### config.mk
export PLATFORM = sky130hd
export DESIGN_NAME = scope_trace_span_generator_core
export DESIGN_NICKNAME = d
export VERILOG_FILES = /design/src/stsg_pkg.sv /design/src/stsg_ctrl.sv /design/src/stsg_datapath.sv /design/src/scope_trace_span_generator_core.sv
export SDC_FILE = /design/constraint.sdc
export NUM_CORES = 2
export LEC_CHECK = 0
export ABC_AREA = 1
export BUFFER_PORTS_ARGS = -buffer_cell sky130_fd_sc_hd__buf_2
export CORE_ASPECT_RATIO = 0.9
export CORE_MARGIN = 2
export CORE_UTILIZATION = 30
export CTS_BUF_LIST = sky130_fd_sc_hd__clkbuf_8
export CTS_CLUSTER_SIZE = 20
export DETAILED_ROUTE_END_ITERATION = 10
export PLACE_DENSITY = 0.57
export SKIP_LAST_GASP = 1
export SLEW_MARGIN = 20
export SYNTH_ARGS = -nofsm -noshare
export SYNTH_HDL_FRONTEND = slang
export SYNTH_HIERARCHICAL = 1
export SYNTH_SLANG_ARGS = --single-unit
export TNS_END_PERCENT = 10
### constraint.sdc
create_clock -name clock -period 6.2 [get_ports clock]
set_clock_uncertainty 0.1 [all_clocks]
set_input_delay 0.93 -clock clock [delete_from_list [all_inputs] [get_ports clock]]
set_output_delay 0.93 -clock clock [all_outputs]
set_load 0.02 [all_outputs]
### src/stsg_pkg.sv
`timescale 1ns / 1ps
`default_nettype none
// ----------------------------------------------------------------------------
// stsg_pkg
// Shared types and constants of the scope trace span generator.
// ----------------------------------------------------------------------------
package stsg_pkg;

   localparam int COORD_BITS = 12;
   localparam logic [COORD_BITS-1:0] COORD_MAX = {COORD_BITS{1'b1}};

   localparam int DIM_BITS    = 13;
   localparam int GAIN_BITS   = 16;
   localparam int MODE_BITS   = 2;
   localparam int SAMPLE_BITS = 16;
   localparam int CSR_DATA_BITS  = 16;
   localparam int CSR_INDEX_BITS = 2;

   // Q1.15 sample times Q4.12 gain leaves 27 fraction bits
   localparam int FRAC_BITS = 27;
   localparam int PROD1_BITS = SAMPLE_BITS + GAIN_BITS + 1;
   localparam int PROD2_BITS = PROD1_BITS + COORD_BITS + 1;

   localparam logic [CSR_INDEX_BITS-1:0] CSR_SCREEN_WIDTH   = 2'd0;
   localparam logic [CSR_INDEX_BITS-1:0] CSR_SCREEN_HEIGHT  = 2'd1;
   localparam logic [CSR_INDEX_BITS-1:0] CSR_AMPLITUDE_GAIN = 2'd2;
   localparam logic [CSR_INDEX_BITS-1:0] CSR_SCOPE_MODE     = 2'd3;

   localparam logic [MODE_BITS-1:0] MODE_LINES = 2'd0;
   localparam logic [MODE_BITS-1:0] MODE_DOTS  = 2'd1;
   localparam logic [MODE_BITS-1:0] MODE_SOLID = 2'd2;
   localparam logic [MODE_BITS-1:0] MODE_NONE  = 2'd3;

   localparam logic [DIM_BITS-1:0]  RESET_SCREEN_WIDTH  = 13'd512;
   localparam logic [DIM_BITS-1:0]  RESET_SCREEN_HEIGHT = 13'd256;
   localparam logic [GAIN_BITS-1:0] RESET_GAIN          = 16'd4096;

   typedef enum logic [4:0] {
      ST_IDLE  = 5'b00001,
      ST_SCALE = 5'b00010,
      ST_ROW   = 5'b00100,
      ST_FORM  = 5'b01000,
      ST_WAIT  = 5'b10000
   } state_type;

   typedef struct packed {
      logic capture;  // take the sample and form sample * gain
      logic scale;    // multiply by half the screen height
      logic row;      // floor, offset and clamp the row
      logic form;     // build the span into the output register
   } cmd_type;

endpackage
`default_nettype wire

### src/stsg_ctrl.sv
`timescale 1ns / 1ps
`default_nettype none
// ----------------------------------------------------------------------------
// stsg_ctrl
// Sequencer: steps one sample through the datapath and owns the output valid.
// ----------------------------------------------------------------------------
module stsg_ctrl
   import stsg_pkg::*;
(
   input  wire logic    clock,
   input  wire logic    reset,
   input  wire logic    req_valid,
   output logic         req_stall,
   output logic         rsp_valid,
   input  wire logic    rsp_stall,
   output cmd_type      cmd
);

   state_type state_ff, state_in;
   logic      out_valid_ff, out_valid_in;
   logic      slot_free;

   assign slot_free = !out_valid_ff || !rsp_stall;

   always_comb begin
      state_in     = state_ff;
      cmd          = '0;
      out_valid_in = out_valid_ff && rsp_stall;
      case (state_ff)
         ST_IDLE: begin
            if (req_valid) begin
               cmd.capture = 1'b1;
               state_in    = ST_SCALE;
            end
         end
         ST_SCALE: begin
            cmd.scale = 1'b1;
            state_in  = ST_ROW;
         end
         ST_ROW: begin
            cmd.row  = 1'b1;
            state_in = ST_FORM;
         end
         ST_FORM, ST_WAIT: begin
            // hold until the previous beat has left the output register
            if (slot_free) begin
               cmd.form     = 1'b1;
               out_valid_in = 1'b1;
               state_in     = ST_IDLE;
            end else begin
               state_in = ST_WAIT;
            end
         end
         default: begin
            state_in = ST_IDLE;
         end
      endcase
   end

   always_ff @(posedge clock) begin
      if (reset) begin
         state_ff     <= ST_IDLE;
         out_valid_ff <= 1'b0;
      end else begin
         state_ff     <= state_in;
         out_valid_ff <= out_valid_in;
      end
   end

   assign req_stall = (state_ff != ST_IDLE);
   assign rsp_valid = out_valid_ff;

endmodule
`default_nettype wire

### src/stsg_datapath.sv
`timescale 1ns / 1ps
`default_nettype none
// ----------------------------------------------------------------------------
// stsg_datapath
// Configuration registers, row scaling, column and previous-row state, span.
// ----------------------------------------------------------------------------
module stsg_datapath
   import stsg_pkg::*;
(
   input  wire logic                         clock,
   input  wire logic                         reset,
   input  wire cmd_type                      cmd,
   input  wire logic                         csr_write_enable,
   input  wire logic [CSR_INDEX_BITS-1:0]    csr_index,
   input  wire logic [CSR_DATA_BITS-1:0]     csr_write_data,
   input  wire logic signed [SAMPLE_BITS-1:0] req_sample_value,
   input  wire logic                         req_frame_start,
   output logic [COORD_BITS-1:0]             rsp_column_index,
   output logic [COORD_BITS-1:0]             rsp_span_top,
   output logic [COORD_BITS-1:0]             rsp_span_bottom,
   output logic                              rsp_draw_enable,
   output logic                              rsp_last_column
);

   logic [DIM_BITS-1:0]  width_ff, height_ff;
   logic [GAIN_BITS-1:0] gain_ff;
   logic [MODE_BITS-1:0] mode_ff;

   logic [COORD_BITS-1:0] column_ff, column_in;
   logic [COORD_BITS-1:0] prev_ff, prev_in;

   logic signed [PROD1_BITS-1:0] p1_ff;
   logic signed [PROD2_BITS-1:0] p2_ff;
   logic                         fs_ff;
   logic [COORD_BITS-1:0]        row_ff, row_in;

   logic [COORD_BITS-1:0] col_out_ff, top_ff, bot_ff;
   logic                  draw_ff, last_ff;

   logic [COORD_BITS-1:0]         half;
   logic signed [COORD_BITS:0]    half_s;
   logic signed [PROD2_BITS-FRAC_BITS-1:0] q;
   logic signed [PROD2_BITS-FRAC_BITS:0]   y_full;
   logic [DIM_BITS-1:0]           h_m1;
   logic [COORD_BITS-1:0]         lim;

   logic [DIM_BITS-1:0]   width_eff;
   logic [COORD_BITS-1:0] col, prev, a_sel, top_in, bot_in;
   logic [COORD_BITS:0]   col_inc;
   logic                  last_in, draw_in;

   // ---- configuration ----
   always_ff @(posedge clock) begin
      if (reset) begin
         width_ff  <= RESET_SCREEN_WIDTH;
         height_ff <= RESET_SCREEN_HEIGHT;
         gain_ff   <= RESET_GAIN;
         mode_ff   <= MODE_LINES;
      end else if (csr_write_enable) begin
         case (csr_index)
            CSR_SCREEN_WIDTH:   width_ff  <= csr_write_data[DIM_BITS-1:0];
            CSR_SCREEN_HEIGHT:  height_ff <= csr_write_data[DIM_BITS-1:0];
            CSR_AMPLITUDE_GAIN: gain_ff   <= csr_write_data[GAIN_BITS-1:0];
            CSR_SCOPE_MODE:     mode_ff   <= csr_write_data[MODE_BITS-1:0];
            default: ;
         endcase
      end
   end

   // ---- row ----
   assign half   = height_ff[DIM_BITS-1:1];
   assign half_s = $signed({1'b0, half});
   // arithmetic shift floors toward minus infinity
   assign q      = p2_ff[PROD2_BITS-1:FRAC_BITS];
   assign y_full = {q[$bits(q)-1], q}
                 + $signed({{($bits(y_full)-COORD_BITS){1'b0}}, half});
   assign h_m1   = height_ff - DIM_BITS'(1);

   always_comb begin
      if (height_ff == '0) begin
         lim = '0;
      end else if (h_m1 > DIM_BITS'(COORD_MAX)) begin
         lim = COORD_MAX;
      end else begin
         lim = h_m1[COORD_BITS-1:0];
      end
      if (y_full[$bits(y_full)-1]) begin
         row_in = '0;
      end else if (y_full > $signed({{($bits(y_full)-COORD_BITS){1'b0}}, lim})) begin
         row_in = lim;
      end else begin
         row_in = y_full[COORD_BITS-1:0];
      end
   end

   always_ff @(posedge clock) begin
      if (cmd.capture) begin
         p1_ff <= req_sample_value * $signed({1'b0, gain_ff});
         fs_ff <= req_frame_start;
      end
      if (cmd.scale) begin
         p2_ff <= p1_ff * half_s;
      end
      if (cmd.row) begin
         row_ff <= row_in;
      end
   end

   // ---- span ----
   always_comb begin
      width_eff = (width_ff == '0) ? DIM_BITS'(1) : width_ff;
      col       = fs_ff ? '0 : column_ff;
      prev      = fs_ff ? row_ff : prev_ff;
      col_inc   = {1'b0, col} + (COORD_BITS+1)'(1);
      last_in   = (col_inc >= width_eff) || (col == COORD_MAX);
      column_in = last_in ? '0 : col_inc[COORD_BITS-1:0];
      prev_in   = prev;
      a_sel     = half;
      top_in    = row_ff;
      bot_in    = row_ff;
      draw_in   = 1'b0;
      case (mode_ff)
         MODE_LINES, MODE_SOLID: begin
            a_sel   = (mode_ff == MODE_LINES) ? prev : half;
            top_in  = (a_sel < row_ff) ? a_sel : row_ff;
            bot_in  = (a_sel < row_ff) ? row_ff : a_sel;
            draw_in = ({1'b0, bot_in} < height_ff);
            if (mode_ff == MODE_LINES) begin
               prev_in = row_ff;
            end
         end
         MODE_DOTS: begin
            draw_in = (col != '0) && ({1'b0, col} < width_ff) && (row_ff != '0);
         end
         default: begin
            draw_in = 1'b0;
         end
      endcase
   end

   always_ff @(posedge clock) begin
      if (reset) begin
         column_ff <= '0;
         prev_ff   <= '0;
      end else if (cmd.form) begin
         column_ff <= column_in;
         prev_ff   <= prev_in;
      end
   end

   always_ff @(posedge clock) begin
      if (cmd.form) begin
         col_out_ff <= col;
         top_ff     <= top_in;
         bot_ff     <= bot_in;
         draw_ff    <= draw_in;
         last_ff    <= last_in;
      end
   end

   assign rsp_column_index = col_out_ff;
   assign rsp_span_top     = top_ff;
   assign rsp_span_bottom  = bot_ff;
   assign rsp_draw_enable  = draw_ff;
   assign rsp_last_column  = last_ff;

endmodule
`default_nettype wire

### src/scope_trace_span_generator_core.sv
`timescale 1ns / 1ps
`default_nettype none
// ----------------------------------------------------------------------------
// scope_trace_span_generator_core
// Turns one audio sample per screen column into a vertical trace span.
//
//   channel  direction  handshake               payload
//   req      in         req_valid / req_stall   sample_value, frame_start
//   rsp      out        rsp_valid / rsp_stall   column_index, span_top,
//                                               span_bottom, draw_enable,
//                                               last_column
//   csr      in         csr_write_enable        csr_index, csr_write_data
//
// A sample is worked in four steps, one per clock edge starting at the
// accepting edge: gain multiply, height multiply, floor and clamp, span build;
// the span build waits while the previous beat is still stalled on rsp.
// The sequencer handles one sample at a time, so it takes no new sample
// until the last one's span is built. The next sample is taken while a beat
// still waits on rsp. Synchronous reset restores the register defaults and
// clears the column and previous row.
// ----------------------------------------------------------------------------
module scope_trace_span_generator_core
   import stsg_pkg::*;
(
   input  wire logic                          clock,
   input  wire logic                          reset,
   input  wire logic                          req_valid,
   output logic                               req_stall,
   input  wire logic signed [SAMPLE_BITS-1:0] req_sample_value,
   input  wire logic                          req_frame_start,
   output logic                               rsp_valid,
   input  wire logic                          rsp_stall,
   output logic [COORD_BITS-1:0]              rsp_column_index,
   output logic [COORD_BITS-1:0]              rsp_span_top,
   output logic [COORD_BITS-1:0]              rsp_span_bottom,
   output logic                               rsp_draw_enable,
   output logic                               rsp_last_column,
   input  wire logic                          csr_write_enable,
   input  wire logic [CSR_INDEX_BITS-1:0]     csr_index,
   input  wire logic [CSR_DATA_BITS-1:0]      csr_write_data
);

   cmd_type cmd;

   stsg_ctrl u_ctrl (
      .clock     (clock),
      .reset     (reset),
      .req_valid (req_valid),
      .req_stall (req_stall),
      .rsp_valid (rsp_valid),
      .rsp_stall (rsp_stall),
      .cmd       (cmd)
   );

   stsg_datapath u_datapath (
      .clock            (clock),
      .reset            (reset),
      .cmd              (cmd),
      .csr_write_enable (csr_write_enable),
      .csr_index        (csr_index),
      .csr_write_data   (csr_write_data),
      .req_sample_value (req_sample_value),
      .req_frame_start  (req_frame_start),
      .rsp_column_index (rsp_column_index),
      .rsp_span_top     (rsp_span_top),
      .rsp_span_bottom  (rsp_span_bottom),
      .rsp_draw_enable  (rsp_draw_enable),
      .rsp_last_column  (rsp_last_column)
   );

endmodule
`default_nettype wire

**Yosys cells after proc, flatten, opt, wreduce, memory -nomap -nowiden**

Index checks and enable logic that the tools add are counted.

- Bits in registers: 204
- Logic and storage cells: 86

- Add/subtract/negate cells: 3
- $mul: 2
- Magnitude comparators: 6
- Equal/unequal tests: 13
- Multiplexer cells: 26
- Reduce and logical (&&, ||, !) cells: 19

Operators by type and width:

| operator | count |
|---|---|
| two-way mux 12 bit | 13 |
| multiplier 33 x 13 -> 46 bit | 1 |
| multiplier 16 x 17 -> 33 bit | 1 |
| logical NOT 13 bit | 2 |
| < comparator 12 x 13 -> 1 bit | 2 |
| nonzero test 12 bit | 2 |
| adder 19 x 13 -> 20 bit | 1 |
| greater-than comparator 20 x 13 -> 1 bit | 1 |
| case mux 5 bit (4 select lines) | 1 |
| adder 12 x 1 -> 13 bit (second input constant) | 1 |
| greater-or-equal comparator 13 bit | 1 |
| greater-than comparator 13 x 12 -> 1 bit (second input constant) | 1 |
| two-way mux 13 bit | 1 |
| subtractor 13 x 1 -> 13 bit (second input constant) | 1 |
| equality test 12 bit (second input constant) | 1 |
| < comparator 12 bit | 1 |
| two-way mux 5 bit | 2 |
| two-way mux 1 bit | 8 |
| AND reduction 2 bit | 4 |
| equality test 2 bit (second input constant) | 3 |
| equality test 5 x 1 -> 1 bit (second input constant) | 1 |
| equality test 5 x 2 -> 1 bit (second input constant) | 1 |
| equality test 5 x 3 -> 1 bit (second input constant) | 1 |
| equality test 5 x 4 -> 1 bit (second input constant) | 1 |
| 10 further kinds | 17 |

**Depth between registers and ports, before layout**

- Depth after elaboration: 6
- Mapped depth: 29

**Modules after synthesis**

Netlist, hierarchy kept.

By module, submodules not included:

| module | instances | cells an instance | area each (um^2) | sequential area each (um^2) |
|---|---|---|---|---|
| stsg_datapath | 1 | 4277 | 32874.0 | 4454.3 |
| stsg_ctrl | 1 | 45 | 322.8 | 120.1 |

**Worst setup path after synthesis**

No wires, ideal clock.

- Path kind: input to register
- Start point: input req_sample_value[7]
- End point: register u_datapath.p1_ff[22], data pin
- Data arrival time: 5.972 ns
- Data required time: 5.841 ns
- Slack: -0.131 ns
- Cell stages on the path: 23
- Path buffers: 2
- Cells stage by stage: clkbuf_1 > clkbuf_1 > nand2_1 > fa_1 > inv_1 > fa_1 > inv_1 > fa_1 > inv_1 > fa_1 > fa_1 > inv_1 > fa_1 > inv_1 > ha_1 > nand2_1 > nor2_1 > inv_1 > o21ai_0 > a21oi_1 > o21bai_1 > a21oi_1 > xnor2_1

- Word-level cells in the longest chain between the ends: 1

Ends and longest elaborated chain:

| what | RTL line | RTL |
|---|---|---|
| from (decl) | scope_trace_span_generator_core.sv:29 | `input wire logic signed [SAMPLE_BITS-1:0] req_sample_value,` |
| multiplier 16 x 17 -> 33 bit | stsg_datapath.sv:98 | `p1_ff <= req_sample_value * $signed({1'b0, gain_ff});` |
| to (signal assigned) | stsg_datapath.sv:98 |  |
| to (decl) | stsg_datapath.sv:32 | `logic signed [PROD1_BITS-1:0] p1_ff;` |

No other way between the ends.
A chain may end at the register's enable or synchronous reset.

**Final worst setup path**

- Start point: register u_datapath.gain_ff[11]
- End point: register u_datapath.p1_ff[27], data pin

- Word-level cells in the longest chain between the ends: 1

Ends and longest elaborated chain:

| what | RTL line | RTL |
|---|---|---|
| from (decl) | stsg_datapath.sv:26 | `logic [GAIN_BITS-1:0] gain_ff;` |
| from (signal assigned) | stsg_datapath.sv:63 | `CSR_AMPLITUDE_GAIN: gain_ff <= csr_write_data[GAIN_BITS-1:0];` |
| multiplier 16 x 17 -> 33 bit | stsg_datapath.sv:98 |  |

No other way between the ends.

==> results.yml <==
yosys:
  synth_compound_area_frac: 0.0723
  synth_top_cells_by_count: "1,201 x inv_1, 1,034 x nand2_1, 542 x fa_1"
  synth_area_leader_cell: "fa_1"
  synthAdderAreaFrac: 0.437
  syn-num-nets: 5196
  ys_ff_latch: 177
  synth_xor_area_frac: 0.0228
  ys_async_sr_fraction: 0
  muxShareOfSynthArea: 0.000339
  yosysTopAreaCellShare: 0.327
  synth_edf_count: 103
  synth_top_family_by_area: "adder cells"
  syn_avg_cell_area_um2: 7.68
  syn_area_um2: 33200
  yosys.cell_types.count: 54
  synth_warnings: 6
  ys_seq_area_frac: 0.138
  synth-main-ff-cell: "edfxtp_1"
  yosysMostFrequentCell: "inv_1"
  synthCells: 4322
  synth.area.top_cells: "fa_1 33%, inv_1 14%, nand2_1 12%, ha_1 11%, edfxtp_1 9.3%"
  synthSimpleGateAreaFrac: 0.169
clock_tree:
  cts_setup_buffers: 0
  clkTransAtPathRegs_ps: 120
  cts-resized-gates: 0
  clock_latency_ps: 570
  clock_sink_count: 177
  cts_htree_levels: 4
  cts_hold_buf: 0
  numCtsBuffers: 17
  clockBufferDepth: 2
  cts_tree: "yes"
  root_buffer: "clkbuf_8"
die:
  die_area_um2: 113000
  rows: 115
  die_w_um: 355
  core_um2: 109000
  start_util: 0.303
  die_h_um: 320
  io_pins: 80
worst_setup_path:
  path_class: "reg -> reg"
  end_kind: "flip-flop"
  crit_fanout: 10
  critPathTopFamily: "adder cells"
  crit_chain: "nand2_1, fa_1, fa_1, inv_1, fa_1, fa_1, fa_1, inv_1, fa_1, inv_1, ha_1, nand4_1, nor3_1, nand4_1, nand3_1, nand3_1, nand2_1, a21oi_1, xnor2_1"
  critical-path-max-stage-delay_ps: 730
  crit_top_cell: "fa_1"
  cpMaxStageDelayCell: "dfxtp_1"
  setup.worst_path.start_class: "flip-flop"
  arrival_ps: 6200
  required_ps: 6430
  crit_buf_inv: 3
finish:
  nFillCells: 11600
  design_area_um2: 36100
  area_growth_pct: 8.79
  drive_above_1_share: 0.0696
  layout.nets: 5231
  stdcell_count: 5833
global_route:
  grt_max_degree: 64
  grt_antenna_before_repair: 5
  grt_use_total: 0.160
  grt_overflow: 0
  grt_pass1_vias: 27000
  grt_pass1_wl_um: 144000
timing:
  finalCritPeriodShare: 0.963
  fmax_mhz: 167
  worst_pin_slew_ps: 1030
  slew_viol_final: 0
  setup_viol_count_final: 0
  period_minus_slack_ps: 5970
  grt_setup_unrepaired: "true"
  hold_violations: 0
  tns_ps: 0
  slew_headroom: 0.312
  setup_ws_ps: 227
  timing.hold.ws_ps: 374
placement:
  post-dp-hpwl_um: 74200
  placedCellCount: 5800
  place_ws_ps: -245
  io_buffers: 79
  routabilityCongestion: 0.886
  postPlaceCellArea_um2: 35700
flow_run:
  cap_violations: 0
min_path:
  hold_path.class: "reg -> reg"
route:
  route.vias.total: 26300
  drc: 0
  wirelength_um: 88500
  routedWlPerCell_um: 15.2
  drtPass1Iterations: 7
  antenna_left: 0
  first_iter_violations: 1693
  via_per_inst: 4.52
status:
  outcome: "complete, no violations"
power:
  vdd_ir_drop_max_mv: 0.243
  power_density_nw_per_um2: 275
  p_leak_nw: 20.0
## path summary, 6_finish.rpt
| check | from | slack, ps | cells after the start | to |
|---|---|---|---|---|
| setup / recovery | u_datapath/gain_ff[11] | 230 | 19 | u_datapath/p1_ff[27] |
| hold / removal | u_datapath/column_ff[6] | 370 | 2 | u_datapath/column_ff[6] |
| setup reg to reg | u_datapath/gain_ff[11] | 230 | 19 | u_datapath/p1_ff[27] |
| hold reg to reg | u_datapath/column_ff[6] | 370 | 2 | u_datapath/column_ff[6] |
## final cells by class
| cell class | count | area [µm²] | share of cell area |
|---|---|---|---|
| Timing Repair Buffer | 201 | 1410 | 0.0391 |
| Sequential cell | 177 | 4580 | 0.127 |
| Multi-Input combinational cell | 2746 | 23300 | 0.645 |
| Inverter | 1214 | 4560 | 0.126 |
| Clock inverter | 15 | 218 | 0.00603 |
| Antenna cell | 1 | 2.50 | 0.0000693 |
| Clock buffer | 17 | 234 | 0.00648 |
| Tap cell | 1462 | 1830 | 0.0507 |
## placed cells by master (no fill, tap or decap), types with 23 or more instances in the layout
cell,Yosys,final
a21oi_1,202,202
a31oi_1,27,27
buf_2,5,79
buf_4,9,114
dfxtp_1,74,66
edfxtp_1,103,103
fa_1,542,542
ha_1,292,292
inv_1,1201,1200
nand2_1,1034,1034
nand3_1,82,82
nor2_1,175,174
nor3_1,26,26
o21ai_0,128,128
o21ai_1,25,25
xnor2_1,23,23
xor2_1,58,58
## worst register-to-register path, delay by kind of cell (launching register included)
kind	cells	cell delay, ps
simple gates	7	1200
buf+inv	3	140
xor+xnor	1	130
flops	1	730
compound gates	1	90
fa+ha+maj	7	3330
## stage by stage
step	utilization	total power, mW
finish	0.330	9.92
global route	0.330	11.2
CTS	0.330	10.0
detailed placement	0.326	9.03
global placement	0.326	9.00
floorplan	-	6.93
## metal layers
metal / part of all wire / global-route usage / up-vias
met4: 0.017 / 0.0332 / 0
met5: 0 / 0 / -
met1: 0.46 / 0.216 / 12900
met3: 0.053 / 0.0243 / 78
li1: - / - / 12800
met2: 0.47 / 0.272 / 615
## logic make-up (layout without fill, tap and decap cells)
group / after synthesis / after routing
adder cells (fa/ha/maj): 834 / 834
multiplexers: 1 / 1
other: 0 / 1
XOR/XNOR: 84 / 84
AO/OA/AOI/OAI: 439 / 439
flip-flops: 177 / 177
AND/OR/NAND/NOR: 1388 / 1388
buffers and inverters: 1399 / 1447
## registers in the layout (all words and copies together) (netlist names), 13 cells and up
register and flops:
u_datapath/p1_ff 33, u_datapath/p2_ff 19, u_datapath/gain_ff 16, u_datapath/height_ff 13
u_datapath/width_ff 13
## power by group
part           internal, mW  switching [mW]
sequential             1.54           0.331
clock                 0.385           0.545
combinational          2.69            4.43
total                  4.62            5.31
Note: power is estimated with default switching activity, not from simulation.
